==> src/rtl/mtmf_pkg.sv <==
// ----------------------------------------------------------------------------
// mtmf_pkg
// shared constants and types for the median-then-mode filter
// ----------------------------------------------------------------------------
package mtmf_pkg;

    localparam int SAMPLE_W   = 12;
    localparam int MED_TAPS   = 5;
    localparam int MODE_TAPS  = 8;
    localparam int MED_RANK   = MED_TAPS / 2;
    localparam int MED_IDX_W  = $clog2(MED_TAPS);
    localparam int MED_CNT_W  = $clog2(MED_TAPS + 1);
    localparam int MODE_IDX_W = $clog2(MODE_TAPS);
    localparam int MODE_CNT_W = $clog2(MODE_TAPS + 1);
    localparam int TDATA_W    = ((SAMPLE_W + 7) / 8) * 8;

    typedef logic [SAMPLE_W-1:0] sample_t;

    typedef struct packed {
        logic idle;
        logic done;
    } core_stat_t;

endpackage

==> src/rtl/mtmf_core.sv <==
// ----------------------------------------------------------------------------
// mtmf_core
// window storage and sequencer around one shared compare unit: rank count
// for the median, then equality count for the mode
// ----------------------------------------------------------------------------
module mtmf_core
(
    input  logic                 clk,
    input  logic                 rst_n,
    input  logic                 start,
    input  mtmf_pkg::sample_t    sample,
    input  logic                 ack,
    output mtmf_pkg::core_stat_t stat,
    output mtmf_pkg::sample_t    result
);

    localparam logic [2:0] ST_IDLE  = 3'd0;
    localparam logic [2:0] ST_MED   = 3'd1;
    localparam logic [2:0] ST_SHIFT = 3'd2;
    localparam logic [2:0] ST_MODE  = 3'd3;
    localparam logic [2:0] ST_DONE  = 3'd4;

    localparam int MI_W = (mtmf_pkg::MED_IDX_W > mtmf_pkg::MODE_IDX_W) ?
                          mtmf_pkg::MED_IDX_W : mtmf_pkg::MODE_IDX_W;
    localparam int CN_W = (mtmf_pkg::MED_CNT_W > mtmf_pkg::MODE_CNT_W) ?
                          mtmf_pkg::MED_CNT_W : mtmf_pkg::MODE_CNT_W;

    logic [2:0]        state_reg, state_next;
    logic [MI_W-1:0]   i_reg, i_next;
    logic [MI_W-1:0]   j_reg, j_next;
    logic [CN_W-1:0]   lt_reg, lt_next;
    logic [CN_W-1:0]   le_reg, le_next;
    logic [mtmf_pkg::MODE_CNT_W-1:0] best_cnt_reg, best_cnt_next;
    mtmf_pkg::sample_t best_val_reg, best_val_next;
    mtmf_pkg::sample_t med_reg, med_next;

    mtmf_pkg::sample_t raw_reg [mtmf_pkg::MED_TAPS];
    mtmf_pkg::sample_t mw_reg  [mtmf_pkg::MODE_TAPS];

    // shared compare unit
    mtmf_pkg::sample_t op_a, op_b;
    logic              cmp_lt, cmp_eq;
    logic [CN_W-1:0]   lt_fin, le_fin;
    logic              last_med, last_mode;

    always_comb
    begin
        if (state_reg == ST_MODE)
        begin
            op_a = mw_reg[j_reg[mtmf_pkg::MODE_IDX_W-1:0]];
            op_b = mw_reg[i_reg[mtmf_pkg::MODE_IDX_W-1:0]];
        end
        else
        begin
            op_a = raw_reg[j_reg[mtmf_pkg::MED_IDX_W-1:0]];
            op_b = raw_reg[i_reg[mtmf_pkg::MED_IDX_W-1:0]];
        end
    end

    assign cmp_lt    = op_a < op_b;
    assign cmp_eq    = op_a == op_b;
    assign lt_fin    = lt_reg + CN_W'(cmp_lt);
    assign le_fin    = le_reg + CN_W'(cmp_lt | cmp_eq);
    assign last_med  = j_reg == MI_W'(mtmf_pkg::MED_TAPS - 1);
    assign last_mode = j_reg == MI_W'(mtmf_pkg::MODE_TAPS - 1);

    always_comb
    begin
        state_next    = state_reg;
        i_next        = i_reg;
        j_next        = j_reg;
        lt_next       = lt_reg;
        le_next       = le_reg;
        best_cnt_next = best_cnt_reg;
        best_val_next = best_val_reg;
        med_next      = med_reg;
        case (state_reg)
            ST_IDLE:
            begin
                if (start)
                begin
                    state_next = ST_MED;
                    i_next     = '0;
                    j_next     = '0;
                    lt_next    = '0;
                    le_next    = '0;
                end
            end
            ST_MED:
            begin
                lt_next = lt_fin;
                le_next = le_fin;
                j_next  = j_reg + 1'b1;
                if (last_med)
                begin
                    // candidate whose rank span covers the middle rank
                    if (lt_fin <= CN_W'(mtmf_pkg::MED_RANK) &&
                        le_fin > CN_W'(mtmf_pkg::MED_RANK))
                    begin
                        med_next = op_b;
                    end
                    lt_next = '0;
                    le_next = '0;
                    j_next  = '0;
                    i_next  = i_reg + 1'b1;
                    if (i_reg == MI_W'(mtmf_pkg::MED_TAPS - 1))
                    begin
                        state_next = ST_SHIFT;
                    end
                end
            end
            ST_SHIFT:
            begin
                state_next    = ST_MODE;
                i_next        = '0;
                j_next        = '0;
                lt_next       = '0;
                best_cnt_next = '0;
                best_val_next = '0;
            end
            ST_MODE:
            begin
                lt_next = lt_reg + CN_W'(cmp_eq);
                j_next  = j_reg + 1'b1;
                if (last_mode)
                begin
                    if (lt_next[mtmf_pkg::MODE_CNT_W-1:0] > best_cnt_reg ||
                        (lt_next[mtmf_pkg::MODE_CNT_W-1:0] == best_cnt_reg &&
                         op_b < best_val_reg))
                    begin
                        best_cnt_next = lt_next[mtmf_pkg::MODE_CNT_W-1:0];
                        best_val_next = op_b;
                    end
                    lt_next = '0;
                    j_next  = '0;
                    i_next  = i_reg + 1'b1;
                    if (i_reg == MI_W'(mtmf_pkg::MODE_TAPS - 1))
                    begin
                        state_next = ST_DONE;
                    end
                end
            end
            ST_DONE:
            begin
                if (ack)
                begin
                    state_next = ST_IDLE;
                end
            end
            default:
            begin
                state_next = ST_IDLE;
            end
        endcase
    end

    always_ff @(posedge clk or negedge rst_n)
    begin
        if (!rst_n)
        begin
            state_reg    <= ST_IDLE;
            i_reg        <= '0;
            j_reg        <= '0;
            lt_reg       <= '0;
            le_reg       <= '0;
            best_cnt_reg <= '0;
            best_val_reg <= '0;
            med_reg      <= '0;
        end
        else
        begin
            state_reg    <= state_next;
            i_reg        <= i_next;
            j_reg        <= j_next;
            lt_reg       <= lt_next;
            le_reg       <= le_next;
            best_cnt_reg <= best_cnt_next;
            best_val_reg <= best_val_next;
            med_reg      <= med_next;
        end
    end

    // windows, oldest at index zero
    always_ff @(posedge clk or negedge rst_n)
    begin
        if (!rst_n)
        begin
            for (int k = 0; k < mtmf_pkg::MED_TAPS; k++)
            begin
                raw_reg[k] <= '0;
            end
            for (int k = 0; k < mtmf_pkg::MODE_TAPS; k++)
            begin
                mw_reg[k] <= '0;
            end
        end
        else
        begin
            if (state_reg == ST_IDLE && start)
            begin
                for (int k = 0; k < mtmf_pkg::MED_TAPS - 1; k++)
                begin
                    raw_reg[k] <= raw_reg[k+1];
                end
                raw_reg[mtmf_pkg::MED_TAPS-1] <= sample;
            end
            if (state_reg == ST_SHIFT)
            begin
                for (int k = 0; k < mtmf_pkg::MODE_TAPS - 1; k++)
                begin
                    mw_reg[k] <= mw_reg[k+1];
                end
                mw_reg[mtmf_pkg::MODE_TAPS-1] <= med_reg;
            end
        end
    end

    assign stat.idle = state_reg == ST_IDLE;
    assign stat.done = state_reg == ST_DONE;
    assign result    = best_val_reg;

    // checks
    a_start_idle: assert property (@(posedge clk) disable iff (!rst_n)
        start |-> state_reg == ST_IDLE)
        else $error("start outside idle");

    a_start_med: assert property (@(posedge clk) disable iff (!rst_n)
        start |=> state_reg == ST_MED)
        else $error("start did not enter median phase");

    a_ack_idle: assert property (@(posedge clk) disable iff (!rst_n)
        (ack && stat.done) |=> stat.idle)
        else $error("handover did not return to idle");

    a_med_index: assert property (@(posedge clk) disable iff (!rst_n)
        state_reg == ST_MED |->
            (i_reg <= MI_W'(mtmf_pkg::MED_TAPS - 1) &&
             j_reg <= MI_W'(mtmf_pkg::MED_TAPS - 1)))
        else $error("median index out of range");

    a_mode_index: assert property (@(posedge clk) disable iff (!rst_n)
        state_reg == ST_MODE |->
            (i_reg <= MI_W'(mtmf_pkg::MODE_TAPS - 1) &&
             j_reg <= MI_W'(mtmf_pkg::MODE_TAPS - 1)))
        else $error("mode index out of range");

endmodule

==> src/rtl/median_then_mode_filter.sv <==
// ----------------------------------------------------------------------------
// median_then_mode_filter
// median of the last five samples, then mode of the last eight medians
//
// one 12-bit sample per slave transfer (s_axis), one 12-bit filtered value
// per master transfer (m_axis); every sample gives exactly one result
// a single comparator is swept by a sequencer: 25 compares for the median
// rank count, 64 compares for the mode count, plus start, shift and handover
// steps for each sample
// s_axis_tready is high only while the sequencer is idle; one sample is
// worked on at a time
// the result goes to an output register, so a new sample can be taken while
// the previous result still waits; if the receiver stalls with that register
// full, the next result is held in the core and no further sample is taken
// reset clears both windows to zero and empties the output register
// ----------------------------------------------------------------------------
module median_then_mode_filter
(
    input  logic                          clk,
    input  logic                          rst_n,
    input  logic                          s_axis_tvalid,
    output logic                          s_axis_tready,
    input  logic [mtmf_pkg::TDATA_W-1:0]  s_axis_tdata,   // sample
    output logic                          m_axis_tvalid,
    input  logic                          m_axis_tready,
    output logic [mtmf_pkg::TDATA_W-1:0]  m_axis_tdata    // filtered
);

    mtmf_pkg::core_stat_t stat;
    mtmf_pkg::sample_t    core_result;
    mtmf_pkg::sample_t    out_reg, out_next;
    logic                 valid_reg, valid_next;
    logic                 ack;
    logic                 start;

    assign s_axis_tready = stat.idle;
    assign start         = s_axis_tvalid & stat.idle;
    assign ack           = stat.done & (~valid_reg | m_axis_tready);

    mtmf_core u_core
    (
        .clk    (clk),
        .rst_n  (rst_n),
        .start  (start),
        .sample (s_axis_tdata[mtmf_pkg::SAMPLE_W-1:0]),
        .ack    (ack),
        .stat   (stat),
        .result (core_result)
    );

    always_comb
    begin
        valid_next = valid_reg;
        out_next   = out_reg;
        if (m_axis_tready)
        begin
            valid_next = 1'b0;
        end
        if (ack)
        begin
            valid_next = 1'b1;
            out_next   = core_result;
        end
    end

    always_ff @(posedge clk or negedge rst_n)
    begin
        if (!rst_n)
        begin
            valid_reg <= 1'b0;
        end
        else
        begin
            valid_reg <= valid_next;
        end
    end

    always_ff @(posedge clk)
    begin
        out_reg <= out_next;
    end

    assign m_axis_tvalid = valid_reg;
    assign m_axis_tdata  = mtmf_pkg::TDATA_W'(out_reg);

endmodule
==> config.mk <==
export PLATFORM = sky130hd
export DESIGN_NAME = median_then_mode_filter
export DESIGN_NICKNAME = d
export VERILOG_FILES = /design/src/rtl/mtmf_pkg.sv /design/src/rtl/mtmf_core.sv /design/src/rtl/median_then_mode_filter.sv
export SDC_FILE = /design/constraint.sdc
export NUM_CORES = 1
export LEC_CHECK = 0
export BUFFER_PORTS_ARGS = -buffer_cell sky130_fd_sc_hd__buf_2
export CAP_MARGIN = 20
export CORE_MARGIN = 10
export CORE_UTILIZATION = 50
export CTS_CLUSTER_DIAMETER = 40
export CTS_CLUSTER_SIZE = 16
export DETAILED_ROUTE_END_ITERATION = 7
export HOLD_SLACK_MARGIN = 0.15
export PLACE_DENSITY = 0.77
export SKIP_LAST_GASP = 1
export SYNTH_ARGS = -nofsm -noshare
export SYNTH_HDL_FRONTEND = slang
export SYNTH_SLANG_ARGS = --single-unit
export TNS_END_PERCENT = 1
==> constraint.sdc <==
create_clock -name clk -period 6.1 [get_ports clk]
set_input_delay 1.22 -clock clk [delete_from_list [all_inputs] [get_ports clk]]
set_output_delay 1.22 -clock clk [all_outputs]
set_load 0.005 [all_outputs]
==> results of run 1 <==
synth_stat cells (2+ instances only):
cell type	number
dfrtp_1	202
mux2_2	170
mux4_2	82
nand2_1	47
ha_1	39
inv_1	38
a21oi_1	26
buf_2	22
clkbuf_1	21
o21ai_0	18
nor2_1	16
and2_1	13
mux2i_1	13
edfxtp_1	12
a221o_1	11
o2bb2ai_2	10
buf_4	7
a21o_1	6
nand3_1	6
nor3_1	6
o2bb2ai_1	6
buf_6	5
nand2b_1	5
nand4_1	5
nor2b_1	5
a222oi_1	3
and3_1	3
and4_1	3
xnor2_1	3
xor2_1	3
a211oi_1	2
a22o_1	2
a32o_1	2
buf_1	2
or2_2	2
kinds of logic (layout without fill, tap and decap cells):
logic type,Yosys count,in the layout,synth area share [%]
other cells,1,4,0.03230
mux,265,265,33.52
fa+ha+maj,39,39,4.204
flops,214,214,46.65
simple gates,113,113,4.689
compound gates,98,98,6.596
buf+inv,95,150,3.859
xor+xnor,6,6,0.4528
worst reg2reg max path, cell delays in order, from the launching register on:
cell and delay (ps):
dfrtp_2 700, buf_12 270, mux4_2 530, mux4_2 490, ha_1 310, a21o_1 180, a21o_1 170, a21oi_1 260
nor2_1 60, a2111oi_0 580, buf_4 220, or2_2 110, ha_1 190, ha_1 220, nor3_1 70, a31oi_1 160
a21oi_1 70, nor3_2 160, buf_4 310, mux2_2 370
metrics by stage:
stage / power [mW] / instances
floorplan: 3.363 / 834
global placement: 3.884 / 1113
detailed placement: 3.943 / 1113
CTS: 6.037 / 1174
global route: 6.330 / 1174
finish: 5.993 / 1174
final cells by class:
| class | instances | area, um2 | area share (%) |
|---|---|---|---|
| clock buffer | 42 | 922.1 | 6.946 |
| clock inverter | 19 | 296.5 | 2.234 |
| inverter | 38 | 142.6 | 1.074 |
| multi-input combinational | 525 | 5771 | 43.46 |
| sequential | 214 | 5419 | 40.82 |
| tap | 285 | 356.6 | 2.686 |
| timing repair buffer | 51 | 369.1 | 2.780 |
power breakdown:
part | switching, mW | leakage, nW | internal [mW]
clock network | 0.689 | 0.594 | 1.38
registers | 0.301 | 2.88 | 1.62
logic | 1.06 | 2.51 | 0.953
total | 2.05 | 5.99 | 3.95
per-layer routing:
metal / GRT usage, % / up-vias / part of all wire, %
li1: - / 3235 / -
met1: 21.99 / 3749 / 40
met2: 30.08 / 180 / 50
met3: 3.922 / 54 / 5.8
met4: 6.972 / 0 / 3.2
met5: 0 / - / 0
worst paths after layout:
path / endpoint / from
worst max register to register: u_core.med_reg[3] / u_core.j_reg[0]
min in group asynchronous: u_core.mw_reg[92] / rst_n
worst min register to register: out_reg[0] / u_core.result[0]
worst min-delay path: out_reg[0] / u_core.result[0]
max in group asynchronous: u_core.i_reg[1] / rst_n
worst max-delay path: u_core.med_reg[3] / u_core.j_reg[0]
==> flow_summary.ini, run 1 <==
[placement]
dp_hpwl_mm = 16.55
preCtsSetupSlack_ps = 501.9
place.gp.congestion = 0.8234
place_area_um2 = 12060
port_buffers = 29

[timing]
fin_worst_skew_ps = 28.36
maxSlewViolCount = 0
max_slew_margin_pct = 25.05
min_period_ps = 5580
setup_viol = 0
final.setup.tns_ps = 0
hold_violations = 0
period_share_pct = 91.48
setup_ws_ps = 519.8
worst_slew_pin_slew_ps = 1120
fmax_ghz = 0.1792
rsz0062_at_grt = false
whs_ps = 486.2

[global_route]
grt_pass1_vias = 7541
grt_pass1_wl_mm = 41.47
grt-ovfl-total = 0
grtUsageTotal_pct = 17.87
grt_start_max_net_pins = 108
antenna_found_initial = 0

[critical_path]
max_stage_delay_ps = 700
cp_max_fo = 18
reg2reg_slack_ps = 520
crit_path_end_kind = flip-flop
required_ps = 6470
crit_cells = 19
cpMaxStageDelayCell = dfrtp_2
crit_buf_inv = 3
path_delay_family = compound AO/OA/AOI/OAI gates
cp_common_cell = ha_1
path_cells = buf_12 > mux4_2 > mux4_2 > ha_1 > a21o_1 > a21o_1 > a21oi_1 > nor2_1 > a2111oi_0 > buf_4 > or2_2 > ha_1 > ha_1 > nor3_1 > a31oi_1 > a21oi_1 > nor3_2 > buf_4 > mux2_2
worstSetupStartpointType = flip-flop
worstSetupPathType = flip-flop to flip-flop
crit_arrival_ps = 5950
rr_worst_depth = 19

[synthesis]
synth_edf_count = 12
synth_top_area_share_pct = 43.54
synth_largest_area_cell = dfrtp_1
ys_seq_elements = 214
synth-async-reset-ratio_pct = 94.39
netlist_instances = 831
synthTopCellsByArea = dfrtp_1, mux2_2, mux4_2
ys_types = 50
seq_area_frac_synth_pct = 46.65
avgSynthCellArea_um2 = 13.97
synth.cell_area_um2 = 11610
yosys_warnings = 0
synth_flop_cell = dfrtp_1

[clocking]
tritoncts = yes
cts_root_buf = clkbuf_16
ctsHoldBuffers = 0
h-tree-depth = 2
cts_resized = 0
clock_path_buffers = 3
clock-sinks = 214
clk_pin_slew_worst_paths_ps = 50
numCtsBuffers = 35
clk_latency_ps = 510
postCtsSetupBuffers = 0

[routing]
vias_per_cell = 6.148
wl_per_cell_um = 21.58
drc_errors = 0
dr_total_vias = 7218
routed_wl_mm = 25.34
drt_iter0_drc = 574
drt_first_pass_iters = 6
antenna_left = 0

[hold_path]
hold_path.class = flip-flop to flip-flop
hold_path_depth = 0

[floorplanning]
core_area_um2 = 22710
die_area_um2 = 29710
rows = 55
start_util_pct = 51.12
die_w_um = 172.4
die_y_um = 172.4
io-pin-count = 38

[pwr]
ir_worst_vdd_uv = 261.3
p_leak_nw = 5.989
powerDensity_nw_per_um2 = 451.4

[status]
status = finished clean

[flow_run]
max_cap_violations = 0

[layout]
layout_common_cells = dfrtp_1, mux2_2, mux4_2
fill_cells = 1769
area_delta_synth_final_pct = 14.37
final_common_cell = dfrtp_1
finalCoreUtilization_pct = 58.46
drive_gt1_share_pct = 42.74
largest_reg_flops = 96
insertedDiodeCount = 0
finalInstanceArea_um2 = 13280
fin_nets = 924
(Power assumes the default switching activity.)
==> run 2, diff against run 1 <==
--- a/config.mk
+++ b/config.mk
@@ -14,6 +14,7 @@
 export DETAILED_ROUTE_END_ITERATION = 7
 export HOLD_SLACK_MARGIN = 0.15
 export PLACE_DENSITY = 0.77
+export RECOVER_POWER = 100
 export SKIP_LAST_GASP = 1
 export SYNTH_ARGS = -nofsm -noshare
 export SYNTH_HDL_FRONTEND = slang
==> flow_summary.ini, run 2 (same netlist as run 1, synthesis figures left out) <==
[critical_path]
worstReg2RegStart = u_core.j_reg[0]
crit_start = u_core.j_reg[0]
required_ps = 6470
crit_path_end_kind = flip-flop
crit_arrival_ps = 5980
worstSetupPathType = flip-flop to flip-flop
cp_max_fo = 18
worstSetupStartpointType = flip-flop

[clocking]
clock-sinks = 214
numCtsBuffers = 35
cts_root_buf = clkbuf_16
clk_latency_ps = 510
ctsHoldBuffers = 0
clk_pin_slew_worst_paths_ps = 50
tritoncts = yes
cts_resized = 0
clock_path_buffers = 3
postCtsSetupBuffers = 0
h-tree-depth = 2

[layout]
fill_cells = 1785
drive_gt1_share_pct = 40.27
insertedDiodeCount = 0
layout_common_cells = dfrtp_1, mux2_2, mux4_2
area_delta_synth_final_pct = 13.85
fin_nets = 924
largest_reg_flops = 96
final_common_cell = dfrtp_1
finalInstanceArea_um2 = 13220

[placement]
place_area_um2 = 12060
dp_hpwl_mm = 16.55
place.gp.congestion = 0.8234
port_buffers = 29

[global_route]
grtUsageMet2_pct = 30.08
grtUsageTotal_pct = 17.87
grt-ovfl-total = 0
grt.busiest_layer = met2
grt_pass1_wl_mm = 41.47
use_met3_pct = 3.922
met1_usage_pct = 21.99
antenna_found_initial = 0
grt_pass1_vias = 7541
grt_start_max_net_pins = 108

[timing]
period_share_pct = 92.12
rsz0062_at_grt = false
min_period_ps = 5619
fin_worst_skew_ps = 29.96
max_slew_margin_pct = -129.2
fmax_ghz = 0.1780
setup_viol = 0
hold_violations = 0
final.setup.tns_ps = 0
worst_slew_pin_slew_ps = 3438
maxSlewViolCount = 267

[routing]
dr_total_vias = 7212
wl_per_cell_um = 21.52
drt_first_pass_iters = 8
drc_errors = 0
vias_per_cell = 6.143
drt_iter0_drc = 594
antenna_left = 0
routed_wl_mm = 25.26

[floorplanning]
die_area_um2 = 29710
start_util_pct = 51.12
io-pin-count = 38
rows = 55
die_w_um = 172.4
core_area_um2 = 22710
die_y_um = 172.4

[status]
status = complete, but fails checks
violations = capacitance limit, slew limit

[hold_path]
min_from = u_core.result[0]
hold_path.class = flip-flop to flip-flop

[pwr]
finalPower_mw = 5.990
p_leak_nw = 5.919
ir_worst_vdd_uv = 260.3
powerDensity_nw_per_um2 = 453.2

[flow_run]
max_cap_violations = 4
[run 2: cell count changes in the layout (fill, tap and decap cells not counted), sizes merged]
cell	before	now
buf	50	30
clkbuf	43	63
[run 2: metal layers]
metal	vias up	share of wire, %
li1	3237	-
met1	3755	41
met2	164	50
met3	56	5.4
met4	0	3.6
met5	-	0
[run 2: area by class of cell]
| cell class | instances | area (um2) | area share [%] |
|---|---|---|---|
| clock buffers | 42 | 922.1 | 6.977 |
| clock inverters | 19 | 296.5 | 2.244 |
| inverters | 38 | 142.6 | 1.079 |
| multi-input cells | 525 | 5753 | 43.53 |
| flip-flops and latches | 214 | 5419 | 41.00 |
| well taps | 285 | 356.6 | 2.698 |
| repair buffers | 51 | 326.6 | 2.471 |
[run 2: critical path, stage by stage, from the launching register on]
cell	delay, ps
dfrtp_2	700
buf_12	260
mux4_2	520
mux4_2	490
ha_1	310
a21o_1	180
a21o_1	170
a21oi_1	260
nor2_1	60
a2111oi_0	580
buf_4	220
or2_2	110
ha_1	190
ha_1	220
nor3_1	70
a31oi_1	160
a21oi_1	80
nor3_2	160
clkbuf_4	340
mux2_2	370
[run 2: worst paths after layout]
path / end / slack [ps] / cells past startpoint
setup / recovery: u_core.med_reg[3] / 480 / 19
hold / removal: out_reg[0] / 490 / 0
setup reg to reg: u_core.med_reg[3] / 480 / 19
hold reg to reg: out_reg[0] / 490 / 0
max in group asynchronous: u_core.i_reg[1] / 2190 / 2
min in group asynchronous: u_core.mw_reg[56] / 1510 / 1
[run 2: per-stage QoR]
stage / worst slack, ps / utilization, % / instances / hold slack, ps
6_report: 480.7 / 58.20 / 1174 / 488.0
5_1_grt: 39.56 / 58.20 / 1174 / 515.8
4_1_cts: 475.4 / 58.46 / 1174 / 492.9
3_5_place_dp: 501.9 / 53.10 / 1113 / 480.4
3_3_place_gp: 531.7 / 53.10 / 1113 / 474.0
2_1_floorplan: 1227 / - / 834 / 447.1
[run 2: report_power, final]
| group | total (mW) | switching [mW] | internal, mW |
|---|---|---|---|
| sequential | 1.92 | 0.299 | 1.62 |
| combinational | 2.01 | 1.05 | 0.961 |
| clock | 2.07 | 0.691 | 1.38 |
==> run 3, diff against run 2 <==
--- a/config.mk
+++ b/config.mk
@@ -5,6 +5,7 @@
 export SDC_FILE = /design/constraint.sdc
 export NUM_CORES = 1
 export LEC_CHECK = 0
+export ABC_AREA = 1
 export BUFFER_PORTS_ARGS = -buffer_cell sky130_fd_sc_hd__buf_2
 export CAP_MARGIN = 20
 export CORE_MARGIN = 10
==> flow_summary.ini, run 3 <==
[critical_path]
cpMaxStageDelayCell = clkbuf_1
cp_common_cell = nand2_1
cp_max_fo = 17
crit_start = u_core.j_reg[1]
worstSetupPathType = flip-flop to flip-flop
worstReg2RegStart = u_core.j_reg[1]
crit_path_end_kind = flip-flop
max_stage_delay_ps = 620
required_ps = 6490
crit_arrival_ps = 5540
worstSetupStartpointType = flip-flop

[status]
status = complete, but fails checks
violations = capacitance limit, slew limit

[timing]
period_share_pct = 84.38
rsz0062_at_grt = false
maxSlewViolCount = 412
max_slew_margin_pct = -177.6
min_period_ps = 5147
worst_slew_pin_slew_ps = 4164
final.setup.tns_ps = 0
fmax_ghz = 0.1943
hold_violations = 0
setup_viol = 0
fin_worst_skew_ps = 25.11
whs_ps = 471.1

[layout]
largest_reg_flops = 96
insertedDiodeCount = 0
finalCoreUtilization_pct = 57.54
fin_nets = 1548
layout_common_cells = o21ai_0, nand2_1, a21oi_1, dfrtp_1, inv_1
area_delta_synth_final_pct = 12.54
fill_cells = 2033
final_common_cell = o21ai_0
drive_gt1_share_pct = 7.133
seqCellArea_um2 = 5418
multi_input_area_um2 = 5106

[clocking]
cts_resized = 0
clk_pin_slew_worst_paths_ps = 60
numCtsBuffers = 35
ctsHoldBuffers = 0
clock-sinks = 214
postCtsSetupBuffers = 0
cts_root_buf = clkbuf_16
clock_path_buffers = 3
clk_latency_ps = 510
h-tree-depth = 2
tritoncts = yes

[synthesis]
synthTopCellsByArea = dfrtp_1, o21ai_0, a21oi_1
netlist_instances = 1505
synth_edf_count = 12
synth.most_common_cell = o21ai_0
ys_types = 36
synth.cell_area_um2 = 11650
synth_flop_cell = dfrtp_1
yosys_warnings = 0
synth_top_cells_by_count = o21ai_0, nand2_1, dfrtp_1
synth-async-reset-ratio_pct = 94.39
ys_seq_elements = 214
synth_top_area_share_pct = 43.40
avgSynthCellArea_um2 = 7.739
synth_largest_area_cell = dfrtp_1
seq_area_frac_synth_pct = 46.49

[routing]
wl_per_cell_um = 16.60
drt_iter0_drc = 1348
vias_per_cell = 5.642
dr_total_vias = 10310
antenna_left = 0
drc_errors = 0
drt_first_pass_iters = 8
routed_wl_mm = 30.32

[placement]
dp_hpwl_mm = 18.60
port_buffers = 29
place.gp.congestion = 0.8877

[global_route]
grtUsageTotal_pct = 19.86
grt_start_max_net_pins = 137
grt_pass1_vias = 9847
grt-ovfl-total = 0
antenna_found_initial = 1
grt_pass1_wl_mm = 49.78

[floorplanning]
start_util_pct = 51.13
rows = 55
io-pin-count = 38
die_y_um = 172.6
die_w_um = 172.6
die_area_um2 = 29800
core_area_um2 = 22780

[pwr]
powerDensity_nw_per_um2 = 653.5
p_leak_nw = 6.180
ir_worst_vdd_uv = 458.2

[flow_run]
max_cap_violations = 4

[hold_path]
hold_path.class = flip-flop to flip-flop
min_from = u_core.best_cnt_reg[1]
## run 3: cell types whose count changed after synthesis, sizes merged, moves of 82 or more
cell / before / now
inv: 38 / 181
mux2: 170 / 0
o21ai: 19 / 296
mux4: 82 / 0
nand2: 47 / 228
a21oi: 27 / 201
nand3: 6 / 93
## run 3: layer usage
metal	part of all wire, %	wire length (um)	track usage, %
met1	43	13010	25.87
met2	46	14070	31.65
met3	7.7	2326	3.616
met4	3.0	905	8.916
met5	0.040	12	0
## run 3: stage by stage
stage | std cells | power, mW | setup slack (ps) | cell area, um2
after detailed placement | 1764 | 6.447 | 1278 | 11940
after global placement | 1764 | 6.272 | 1315 | 11940
after CTS | 1826 | 8.525 | 1264 | 13160
after global routing | 1827 | 9.329 | 421.5 | 13110
after floorplan | 1508 | 5.344 | 2171 | 11660
final | 1827 | 8.566 | 953.0 | 13110
## run 3: path summary, 6_finish.rpt
check	to	slack, ps	cells after the start
worst max-delay path	u_core.result[3]	950	26
worst min-delay path	u_core.best_cnt_reg[1]	470	2
worst max register to register	u_core.result[3]	950	26
worst min register to register	u_core.best_cnt_reg[1]	470	2
max in group asynchronous	u_core.j_reg[0]	2030	2
min in group asynchronous	u_core.mw_reg[74]	1550	1
## run 3: worst max-delay path: cells and delay by family, from the launching register on
family	cells	cell delay (ps)
fa+ha+maj	3	810
compound gates	6	840
simple gates	12	1480
xor+xnor	1	270
flops	1	380
buf+inv	4	1240
## run 3: report_power, final
group	internal (mW)	switching, mW	leakage (nW)
Sequential	2.00	0.354	2.65
Clock	1.32	0.704	0.573
Combinational	1.37	2.81	2.95
Total	4.70	3.87	6.18
## run 3: cells by family (layout without fill, tap and decap cells)
logic type / after synthesis / count (layout) / synth area share (%)
AOI/OAI and AO/OA: 547 / 547 / 24.51
and+or+nand+nor: 409 / 409 / 14.48
buffers and inverters: 289 / 295 / 9.840
DFF: 214 / 214 / 46.49
adders and majority gates: 39 / 39 / 4.190
xor gates and xnor gates: 6 / 6 / 0.4512
other: 1 / 4 / 0.03220
## run 3: layout make-up
cell class                 instances  area share (%)
clock buffer                      43           7.541
multi-input combinational       1005           38.96
tap                              313           2.988
inverter                         181           5.202
timing repair buffer              52           2.224
clock inverter                    19           1.756
sequential                       214           41.33
